==> config.mk <==
export PLATFORM = sky130hd
export DESIGN_NAME = rgb_macroblock_to_ycbcr_420_flat
export DESIGN_NICKNAME = d
export VERILOG_FILES = /design/src/rtl/rgbycc_pkg.sv /design/src/rtl/rgbycc_if.sv /design/src/rtl/rgbycc_front.sv /design/src/rtl/rgbycc_fifo.sv /design/src/rtl/rgbycc_back.sv /design/src/rtl/rgb_macroblock_to_ycbcr_420.sv /design/src/flat_wrapper.sv
export SDC_FILE = /design/constraint.sdc
export NUM_CORES = 1
export LEC_CHECK = 0
export BUFFER_PORTS_ARGS = -buffer_cell sky130_fd_sc_hd__buf_2
export CAP_MARGIN = 20
export CORE_AREA = 2 2 191 287
export DETAILED_ROUTE_END_ITERATION = 10
export DIE_AREA = 0 0 193 289
export PLACE_DENSITY = 0.73
export SYNTH_ARGS = -nofsm -noshare
export SYNTH_HDL_FRONTEND = slang
export SYNTH_HIERARCHICAL = 1
export SYNTH_SLANG_ARGS = --single-unit
==> constraint.sdc <==
create_clock -name clk -period 17.4 [get_ports clk]
set_input_delay 3.48 -clock clk [delete_from_list [all_inputs] [get_ports clk]]
set_output_delay 3.48 -clock clk [all_outputs]
set_load 0.01 [all_outputs]
==> src/rtl/rgbycc_pkg.sv <==
// Shared constants and types for the RGB to YCbCr 4:2:0 macroblock converter.
// No dependencies; the front, queue, back and top-level files in rtl/ import this package.
package rgbycc_pkg;

  localparam int PIX_W    = 8;                  // one color component
  localparam int SUM_W    = PIX_W + 1;          // sum of a horizontal pair
  localparam int QUAD_W   = PIX_W + 2;          // sum of a 2x2 group
  localparam int POS_W    = 8;                  // raster index in a 16x16 macroblock
  localparam int CCOLS    = 8;                  // chroma columns per macroblock
  localparam int CIDX_W   = $clog2(CCOLS);
  localparam int QDEPTH   = 4;                  // front-to-back queue depth
  localparam int QPTR_W   = $clog2(QDEPTH);
  localparam int QCNT_W   = $clog2(QDEPTH + 1);

  localparam logic [POS_W-1:0] LAST_POS = '1;   // 256th pixel

  typedef logic [PIX_W-1:0] pix_t;

  // Horizontal pair sums kept for the even row of a chroma line
  typedef struct packed {
    logic [SUM_W-1:0] red;
    logic [SUM_W-1:0] green;
    logic [SUM_W-1:0] blue;
  } pair_sum_t;

  // Work item handed from the front to the back
  typedef struct packed {
    logic [POS_W-1:0] pos;
    logic             chroma;
    pix_t             red;
    pix_t             green;
    pix_t             blue;
    pix_t             avg_red;
    pix_t             avg_green;
    pix_t             avg_blue;
  } q_item_t;

endpackage

==> src/rtl/rgbycc_if.sv <==
// Valid/ready channel interfaces for pixels in and YCbCr results out.
// No dependencies.
interface rgbycc_pix_if;
  logic       valid;
  logic       ready;
  logic [7:0] red;
  logic [7:0] green;
  logic [7:0] blue;

  modport source (output valid, output red, output green, output blue, input ready);
  modport sink   (input valid, input red, input green, input blue, output ready);
endinterface

interface rgbycc_res_if;
  logic              valid;
  logic              ready;
  logic signed [7:0] luma;
  logic [1:0]        luma_block;
  logic [2:0]        luma_row;
  logic [2:0]        luma_col;
  logic              chroma_valid;
  logic signed [7:0] chroma_blue;
  logic signed [7:0] chroma_red;
  logic [2:0]        chroma_row;
  logic [2:0]        chroma_col;
  logic              macroblock_done;

  modport source (
    output valid, output luma, output luma_block, output luma_row, output luma_col,
    output chroma_valid, output chroma_blue, output chroma_red, output chroma_row,
    output chroma_col, output macroblock_done, input ready
  );
  modport sink (
    input valid, input luma, input luma_block, input luma_row, input luma_col,
    input chroma_valid, input chroma_blue, input chroma_red, input chroma_row,
    input chroma_col, input macroblock_done, output ready
  );
endinterface

==> src/rtl/rgbycc_front.sv <==
// Front end: accepts pixels, tracks raster position, builds 2x2 group averages.
// Depends on rgbycc_pkg and rgbycc_pix_if.
module rgbycc_front (
  input  logic                clk,
  input  logic                rst_n,
  rgbycc_pix_if.sink          pix,
  input  logic                q_full,
  output logic                push,
  output rgbycc_pkg::q_item_t push_item
);
  import rgbycc_pkg::*;

  logic [POS_W-1:0]  pos_r, pos_nxt;
  pix_t              left_red_r, left_green_r, left_blue_r;
  pair_sum_t         pair_line_r [CCOLS];

  logic              xfer;
  logic [3:0]        row, col;
  logic [CIDX_W-1:0] idx;
  pair_sum_t         pair, line;
  logic [QUAD_W-1:0] quad_red, quad_green, quad_blue;

  assign pix.ready = !q_full;
  assign xfer      = pix.valid && pix.ready;
  assign push      = xfer;

  assign row = pos_r[7:4];
  assign col = pos_r[3:0];
  assign idx = col[3:1];

  always_comb begin
    pair.red   = {1'b0, left_red_r}   + {1'b0, pix.red};
    pair.green = {1'b0, left_green_r} + {1'b0, pix.green};
    pair.blue  = {1'b0, left_blue_r}  + {1'b0, pix.blue};
    line       = pair_line_r[idx];
    quad_red   = {1'b0, line.red}   + {1'b0, pair.red};
    quad_green = {1'b0, line.green} + {1'b0, pair.green};
    quad_blue  = {1'b0, line.blue}  + {1'b0, pair.blue};
  end

  always_comb begin
    push_item.pos       = pos_r;
    push_item.chroma    = col[0] && row[0];
    push_item.red       = pix.red;
    push_item.green     = pix.green;
    push_item.blue      = pix.blue;
    push_item.avg_red   = quad_red[QUAD_W-1:2];
    push_item.avg_green = quad_green[QUAD_W-1:2];
    push_item.avg_blue  = quad_blue[QUAD_W-1:2];
  end

  always_comb begin
    pos_nxt = xfer ? pos_r + 1'b1 : pos_r;
  end

  always_ff @(posedge clk) begin
    if (!rst_n) begin
      pos_r <= '0;
    end else begin
      pos_r <= pos_nxt;
    end
  end

  // Hold the even-column pixel; store pair sums on even rows
  always_ff @(posedge clk) begin
    if (xfer && !col[0]) begin
      left_red_r   <= pix.red;
      left_green_r <= pix.green;
      left_blue_r  <= pix.blue;
    end
    if (xfer && col[0] && !row[0]) begin
      pair_line_r[idx] <= pair;
    end
  end

endmodule

==> src/rtl/rgbycc_fifo.sv <==
// Short queue of work items between the front and back ends.
// Depends on rgbycc_pkg.
module rgbycc_fifo (
  input  logic                clk,
  input  logic                rst_n,
  input  logic                push,
  input  rgbycc_pkg::q_item_t push_item,
  output logic                full,
  input  logic                pop,
  output rgbycc_pkg::q_item_t pop_item,
  output logic                empty
);
  import rgbycc_pkg::*;

  q_item_t           mem_r [QDEPTH];
  logic [QPTR_W-1:0] wr_ptr_r, wr_ptr_nxt;
  logic [QPTR_W-1:0] rd_ptr_r, rd_ptr_nxt;
  logic [QCNT_W-1:0] count_r, count_nxt;

  assign full     = (count_r == QCNT_W'(QDEPTH));
  assign empty    = (count_r == '0);
  assign pop_item = mem_r[rd_ptr_r];

  always_comb begin
    wr_ptr_nxt = push ? wr_ptr_r + 1'b1 : wr_ptr_r;
    rd_ptr_nxt = pop  ? rd_ptr_r + 1'b1 : rd_ptr_r;
    count_nxt  = count_r;
    if (push && !pop) begin
      count_nxt = count_r + 1'b1;
    end else if (pop && !push) begin
      count_nxt = count_r - 1'b1;
    end
  end

  always_ff @(posedge clk) begin
    if (!rst_n) begin
      wr_ptr_r <= '0;
      rd_ptr_r <= '0;
      count_r  <= '0;
    end else begin
      wr_ptr_r <= wr_ptr_nxt;
      rd_ptr_r <= rd_ptr_nxt;
      count_r  <= count_nxt;
    end
  end

  always_ff @(posedge clk) begin
    if (push) begin
      mem_r[wr_ptr_r] <= push_item;
    end
  end

endmodule

==> src/rtl/rgbycc_back.sv <==
// Back end: color-space arithmetic and the registered result stage.
// Depends on rgbycc_pkg and rgbycc_res_if.
module rgbycc_back (
  input  logic                clk,
  input  logic                rst_n,
  input  logic                q_empty,
  input  rgbycc_pkg::q_item_t q_item,
  output logic                pop,
  rgbycc_res_if.source        res
);
  import rgbycc_pkg::*;

  function automatic pix_t luma_f(input pix_t r, input pix_t g, input pix_t b);
    logic [16:0] s;
    s = 17'd153 * {9'd0, r} + 17'd301 * {9'd0, g} + 17'd58 * {9'd0, b};
    return s[16:9];
  endfunction

  // Final values stay in 0..255, so modular 18-bit arithmetic is exact
  function automatic pix_t cb_f(input pix_t r, input pix_t g, input pix_t b);
    logic [17:0] s;
    s = 18'd65536 + {2'd0, b, 8'd0} - 18'd86 * {10'd0, r} - 18'd170 * {10'd0, g};
    return s[16:9];
  endfunction

  function automatic pix_t cr_f(input pix_t r, input pix_t g, input pix_t b);
    logic [17:0] s;
    s = 18'd65536 + {2'd0, r, 8'd0} - 18'd214 * {10'd0, g} - 18'd42 * {10'd0, b};
    return s[16:9];
  endfunction

  function automatic pix_t shift_f(input pix_t v);
    return {~v[PIX_W-1], v[PIX_W-2:0]};
  endfunction

  logic        out_valid_r, out_valid_nxt;
  logic [7:0]  luma_r, cb_r, cr_r;
  logic [1:0]  block_r;
  logic [2:0]  row_r, col_r, crow_r, ccol_r;
  logic        chroma_r, done_r;

  logic [3:0]  row, col;
  pix_t        y, cb, cr;

  assign pop = !q_empty && (!out_valid_r || res.ready);

  assign row = q_item.pos[7:4];
  assign col = q_item.pos[3:0];

  always_comb begin
    y  = shift_f(luma_f(q_item.red, q_item.green, q_item.blue));
    cb = shift_f(cb_f(q_item.avg_red, q_item.avg_green, q_item.avg_blue));
    cr = shift_f(cr_f(q_item.avg_red, q_item.avg_green, q_item.avg_blue));
  end

  always_comb begin
    out_valid_nxt = out_valid_r;
    if (pop) begin
      out_valid_nxt = 1'b1;
    end else if (res.ready) begin
      out_valid_nxt = 1'b0;
    end
  end

  always_ff @(posedge clk) begin
    if (!rst_n) begin
      out_valid_r <= 1'b0;
    end else begin
      out_valid_r <= out_valid_nxt;
    end
  end

  always_ff @(posedge clk) begin
    if (pop) begin
      luma_r   <= y;
      block_r  <= {row[3], col[3]};
      row_r    <= row[2:0];
      col_r    <= col[2:0];
      chroma_r <= q_item.chroma;
      cb_r     <= q_item.chroma ? cb : 8'd0;
      cr_r     <= q_item.chroma ? cr : 8'd0;
      crow_r   <= q_item.chroma ? row[3:1] : 3'd0;
      ccol_r   <= q_item.chroma ? col[3:1] : 3'd0;
      done_r   <= (q_item.pos == LAST_POS);
    end
  end

  assign res.valid           = out_valid_r;
  assign res.luma            = luma_r;
  assign res.luma_block      = block_r;
  assign res.luma_row        = row_r;
  assign res.luma_col        = col_r;
  assign res.chroma_valid    = chroma_r;
  assign res.chroma_blue     = cb_r;
  assign res.chroma_red      = cr_r;
  assign res.chroma_row      = crow_r;
  assign res.chroma_col      = ccol_r;
  assign res.macroblock_done = done_r;

endmodule

==> src/rtl/rgb_macroblock_to_ycbcr_420.sv <==
// Top level: RGB macroblock to level-shifted YCbCr with 4:2:0 chroma.
// Depends on rgbycc_pkg, rgbycc_if, rgbycc_front, rgbycc_fifo, rgbycc_back.
//
//  channel   direction  handshake         payload
//  in_pix    in         valid / ready     red, green, blue (8 bits each)
//  out_res   out        valid / ready     luma + block/row/col, Cb/Cr + row/col, done
//
// One pixel per clock sustained while out_res is not stalled: a pixel crosses
// the front (position counter, held left pixel, 8-entry pair-sum line) and
// lands in a 4-entry queue the same cycle; the back computes Y, Cb and Cr
// from the queue head into the output register.
// Reset clears the raster position, queue and output valid; the left pixel
// and the pair-sum line need no clearing since raster order writes each entry
// before it is read. A stalled output holds its result; the front keeps
// taking pixels until the queue fills, then drops ready.
module rgb_macroblock_to_ycbcr_420 (
  input logic           clk,
  input logic           rst_n,
  rgbycc_pix_if.sink    in_pix,
  rgbycc_res_if.source  out_res
);
  import rgbycc_pkg::*;

  logic    q_full, q_empty, q_push, q_pop;
  q_item_t q_in, q_out;

  // Classify the pixel and build group averages
  rgbycc_front u_front (
    .clk       (clk),
    .rst_n     (rst_n),
    .pix       (in_pix),
    .q_full    (q_full),
    .push      (q_push),
    .push_item (q_in)
  );

  // Decouple the input side from output stalls
  rgbycc_fifo u_fifo (
    .clk       (clk),
    .rst_n     (rst_n),
    .push      (q_push),
    .push_item (q_in),
    .full      (q_full),
    .pop       (q_pop),
    .pop_item  (q_out),
    .empty     (q_empty)
  );

  // Color conversion and result register
  rgbycc_back u_back (
    .clk     (clk),
    .rst_n   (rst_n),
    .q_empty (q_empty),
    .q_item  (q_out),
    .pop     (q_pop),
    .res     (out_res)
  );

endmodule

==> src/flat_wrapper.sv <==
// flat-port wrapper written by rule: the top's interface ports become plain ports
module rgb_macroblock_to_ycbcr_420_flat import rgbycc_pkg::*;
  (clk, rst_n, in_pix_valid, in_pix_red, in_pix_green, in_pix_blue, in_pix_ready, out_res_valid, out_res_luma, out_res_luma_block, out_res_luma_row, out_res_luma_col, out_res_chroma_valid, out_res_chroma_blue, out_res_chroma_red, out_res_chroma_row, out_res_chroma_col, out_res_macroblock_done, out_res_ready);
  rgbycc_pix_if in_pix_i ();
  rgbycc_res_if out_res_i ();
  input logic clk;
  input logic rst_n;
  input wire logic [$bits(in_pix_i.valid)-1:0] in_pix_valid;
  input wire logic [$bits(in_pix_i.red)-1:0] in_pix_red;
  input wire logic [$bits(in_pix_i.green)-1:0] in_pix_green;
  input wire logic [$bits(in_pix_i.blue)-1:0] in_pix_blue;
  output wire logic [$bits(in_pix_i.ready)-1:0] in_pix_ready;
  output wire logic [$bits(out_res_i.valid)-1:0] out_res_valid;
  output wire logic [$bits(out_res_i.luma)-1:0] out_res_luma;
  output wire logic [$bits(out_res_i.luma_block)-1:0] out_res_luma_block;
  output wire logic [$bits(out_res_i.luma_row)-1:0] out_res_luma_row;
  output wire logic [$bits(out_res_i.luma_col)-1:0] out_res_luma_col;
  output wire logic [$bits(out_res_i.chroma_valid)-1:0] out_res_chroma_valid;
  output wire logic [$bits(out_res_i.chroma_blue)-1:0] out_res_chroma_blue;
  output wire logic [$bits(out_res_i.chroma_red)-1:0] out_res_chroma_red;
  output wire logic [$bits(out_res_i.chroma_row)-1:0] out_res_chroma_row;
  output wire logic [$bits(out_res_i.chroma_col)-1:0] out_res_chroma_col;
  output wire logic [$bits(out_res_i.macroblock_done)-1:0] out_res_macroblock_done;
  input wire logic [$bits(out_res_i.ready)-1:0] out_res_ready;
  assign in_pix_i.valid = in_pix_valid;
  assign in_pix_i.red = in_pix_red;
  assign in_pix_i.green = in_pix_green;
  assign in_pix_i.blue = in_pix_blue;
  assign in_pix_ready = in_pix_i.ready;
  assign out_res_valid = out_res_i.valid;
  assign out_res_luma = out_res_i.luma;
  assign out_res_luma_block = out_res_i.luma_block;
  assign out_res_luma_row = out_res_i.luma_row;
  assign out_res_luma_col = out_res_i.luma_col;
  assign out_res_chroma_valid = out_res_i.chroma_valid;
  assign out_res_chroma_blue = out_res_i.chroma_blue;
  assign out_res_chroma_red = out_res_i.chroma_red;
  assign out_res_chroma_row = out_res_i.chroma_row;
  assign out_res_chroma_col = out_res_i.chroma_col;
  assign out_res_macroblock_done = out_res_i.macroblock_done;
  assign out_res_i.ready = out_res_ready;
  rgb_macroblock_to_ycbcr_420 u_core (.clk(clk), .rst_n(rst_n), .in_pix(in_pix_i), .out_res(out_res_i));
endmodule
==> flow_metrics.py <==
metrics = {
    "cts": {
        "cts_sinks": 529,
        "cts-buffers-inserted": 47,
        "post_cts_buffers": 0,
        "root_buffer": "clkbuf_16",
        "clk_pin_slew_worst_paths_ps": 60,
        "ctsHoldBuffers": 0,
        "clk_path_buf_depth": 3,
        "cts-resized-gates": 0,
        "ctsHtreeMaxLevel": 2,
        "clock_latency_ps": 610,
        "cts_tree": "done",
    },
    "placed_design": {
        "place.gp.congestion": 0.8624,
        "port_buffers": 69,
        "dp_hpwl_um": 44900,
    },
    "timing": {
        "slew_headroom_pct": 39.11,
        "rsz0062_at_grt": "no",
        "hold_viol_final": 0,
        "fin_crit_sh_pct": 44.73,
        "fin_tns_setup_ps": 0,
        "fin_crit_ps": 7783,
        "max_freq_mhz": 128.5,
        "fin_skew_ps": 55.08,
        "slew_viol_final": 0,
        "setup_viol": 0,
        "tightest_slew_ps": 913.3,
    },
    "critical_path": {
        "rr_worst_depth": 26,
        "critPathKind": "reg2reg",
        "slowest_stage": "dfxtp_4",
        "cp.arrival_ps": 8120,
        "cp_slowest_stage_delay_ps": 700,
        "critPathCaptureType": "flip-flop",
        "reg2reg_to": "u_core/u_back/res.luma[7]",
        "worstPathRequired_ps": 17740,
        "reg2reg_slack_ps": 9620,
        "worst_setup_path_start_kind": "flip-flop",
        "path_max_fanout": 30,
    },
    "die": {
        "die_y_um": 289,
        "die-area_um2": 55780,
        "coreArea_um2": 53350,
        "rows": 104,
        "die_w_um": 193,
        "start_util_pct": 56.60,
        "io_pins": 70,
    },
    "layout": {
        "area_growth_pct": 8.912,
        "drive_gt1_share_pct": 14.82,
        "layout.nets": 2649,
    },
    "synth": {
        "async_flop_share_pct": 0,
        "syn_area_um2": 30200,
        "seq_area_frac_synth_pct": 51.91,
        "synth_seq_cells": 529,
        "ys_warn_count": 6,
        "syn_area_per_cell_um2": 14.35,
        "synth_ff_type": "edfxtp_1",
        "synth_nets": 2565,
        "synth_edf_count": 508,
        "syn_inst": 2105,
        "synth.distinct_cells": 70,
    },
    "grt": {
        "grt_use_total_pct": 23.27,
        "grt_pass1_wl_um": 97880,
        "grt.overflow.total": 0,
        "grt_max_degree": 51,
        "grt_antenna_before_repair": 1,
        "grt_pass1_vias": 18130,
    },
    "route": {
        "wire_per_inst_um": 21.22,
        "first_pass_iters": 5,
        "drc": 0,
        "via_per_inst": 5.792,
        "postRouteAntennaNets": 0,
        "routed_wl_um": 61910,
        "route.vias.total": 16890,
        "drtIter0Drc": 890,
    },
    "min_path": {
        "hold_depth": 2,
        "min_delay_worst_endpoint": "u_core/u_back/res.valid",
        "worstHoldPathType": "reg2reg",
        "min-delay-start": "u_core/u_back/res.valid",
    },
    "flow_run": {
        "drv_cap": 0,
    },
    "status": {
        "status": "completed",
    },
}
==> cell usage after synthesis, types with 24 or more instances <==
| master | count | area, um^2 |
|---|---|---|
| edfxtp_1 | 508 | 15250 |
| inv_1 | 334 | 1254 |
| ha_1 | 320 | 4004 |
| fa_1 | 112 | 2242 |
| mux4_2 | 105 | 2365 |
| nor2_1 | 85 | 319.1 |
| a21oi_1 | 66 | 330.3 |
| xnor2_1 | 61 | 534.3 |
| nand2_1 | 40 | 150.1 |
| xor2_1 | 39 | 341.6 |
| nor3_1 | 30 | 150.1 |
| buf_4 | 28 | 210.2 |
| nor2b_1 | 27 | 168.9 |
| and2_1 | 25 | 156.4 |
| a21o_1 | 24 | 180.2 |
| o21ai_0 | 24 | 120.1 |
==> kinds of logic after synthesis <==
logic type,synth area share (%)
XOR/XNOR,2.900
buffers and inverters,5.370
multiplexers,9.289
AO/OA/AOI/OAI,5.113
flip-flops,51.91
adder cells (fa/ha/maj),20.72
AND/OR/NAND/NOR,4.699
==> sequential cells by signal (all words and copies together), names as in the netlist, 8 cells and up, named ones only <==
register,flops
u_core/u_fifo/mem_r,228
u_core/u_back/res.luma,8
u_core/u_front/pair_line_r,216
u_core/u_front/pos_r,8
u_core/u_front/left_green_r,8
u_core/u_back/res.chroma_blue,8
u_core/u_front/left_red_r,8
u_core/u_back/res.chroma_red,8
u_core/u_front/left_blue_r,8
==> per-stage QoR <==
stage	hold slack [ps]	area [um^2]	util [%]	instances	worst slack (ps)
final	515.5	32890	61.65	2917	9617
after detailed placement	501.8	31240	58.55	2828	9523
after global placement	487.2	31240	58.55	2828	9629
after CTS	511.5	32880	61.63	2915	9503
after floorplan	458.3	30200	-	2105	10660
after global routing	541.5	32890	61.64	2916	9109
==> cell usage in the layout (no fill, tap or decap), types with 6 or more instances in the layout <==
cell type and instances:
nor2_1 80, or2_2 6, o21a_1 14, buf_4 20, clkbuf_16 47, a21oi_1 66, clkbuf_1 8, mux2i_1 11
ha_1 320, a31oi_1 6, nand4_1 10, a211oi_1 11, fa_1 112, inv_1 334, o21ai_0 24, nand3_1 22
and2_1 21, dfxtp_1 17, edfxtp_1 508, mux2_2 20, o21bai_1 8, nand2b_1 16, nor2b_1 25, nor3_1 27
buf_2 69, mux4_2 105, xnor2_1 61, xor2_1 39, clkinv_2 9, nand2_1 40, bufinv_16 7, a21o_1 24
o21ai_1 21, o31ai_1 6
==> routing by layer <==
layer,track usage [%],wire length (um),part of all wire (%),up-vias
met3,2.629,2263,3.7,122
met2,43.37,33500,54,384
li1,-,-,-,7795
met1,27.36,23880,39,8591
met4,8.845,2251,3.6,2
met5,0,13,0.021,-
==> worst max-delay path by stage <==
stage                 start                               end  slack, ps  depth (start not counted)
3_3_place_gp      flip-flop         u_core/u_back/res.luma[7]       9630                         26
3_5_place_dp      flip-flop         u_core/u_back/res.luma[7]       9520                         26
2_1_floorplan  in_pix_valid  u_core/u_front/pair_line_r[1][0]      10660                          5
6_report          flip-flop         u_core/u_back/res.luma[7]       9620                         26
4_1_cts           flip-flop         u_core/u_back/res.luma[7]       9500                         26
5_1_grt           flip-flop         u_core/u_back/res.luma[7]       9110                         26
==> worst max-delay path, delay by kind of cell (launching register included) <==
kind	cells	cell delay, ps
AOI/OAI and AO/OA	9	1790
DFF	1	700
adders and majority gates	8	3060
muxes	1	640
xor gates and xnor gates	2	280
and+or+nand+nor	1	110
buffers and inverters	5	940
==> layout make-up <==
class | count | area [um^2]
diodes | 1 | 2.502
clock buffers | 60 | 1275
clock inverters | 27 | 366.6
fillers | 3971 | 20460
inverters | 335 | 1259
multi-input cells | 1187 | 12940
flip-flops and latches | 529 | 15690
well taps | 689 | 862.1
repair buffers | 89 | 495.5
Power is left out: the tool's default activity adds up to more than one toggle a clock period on the data nets, which glitch-free logic cannot reach.
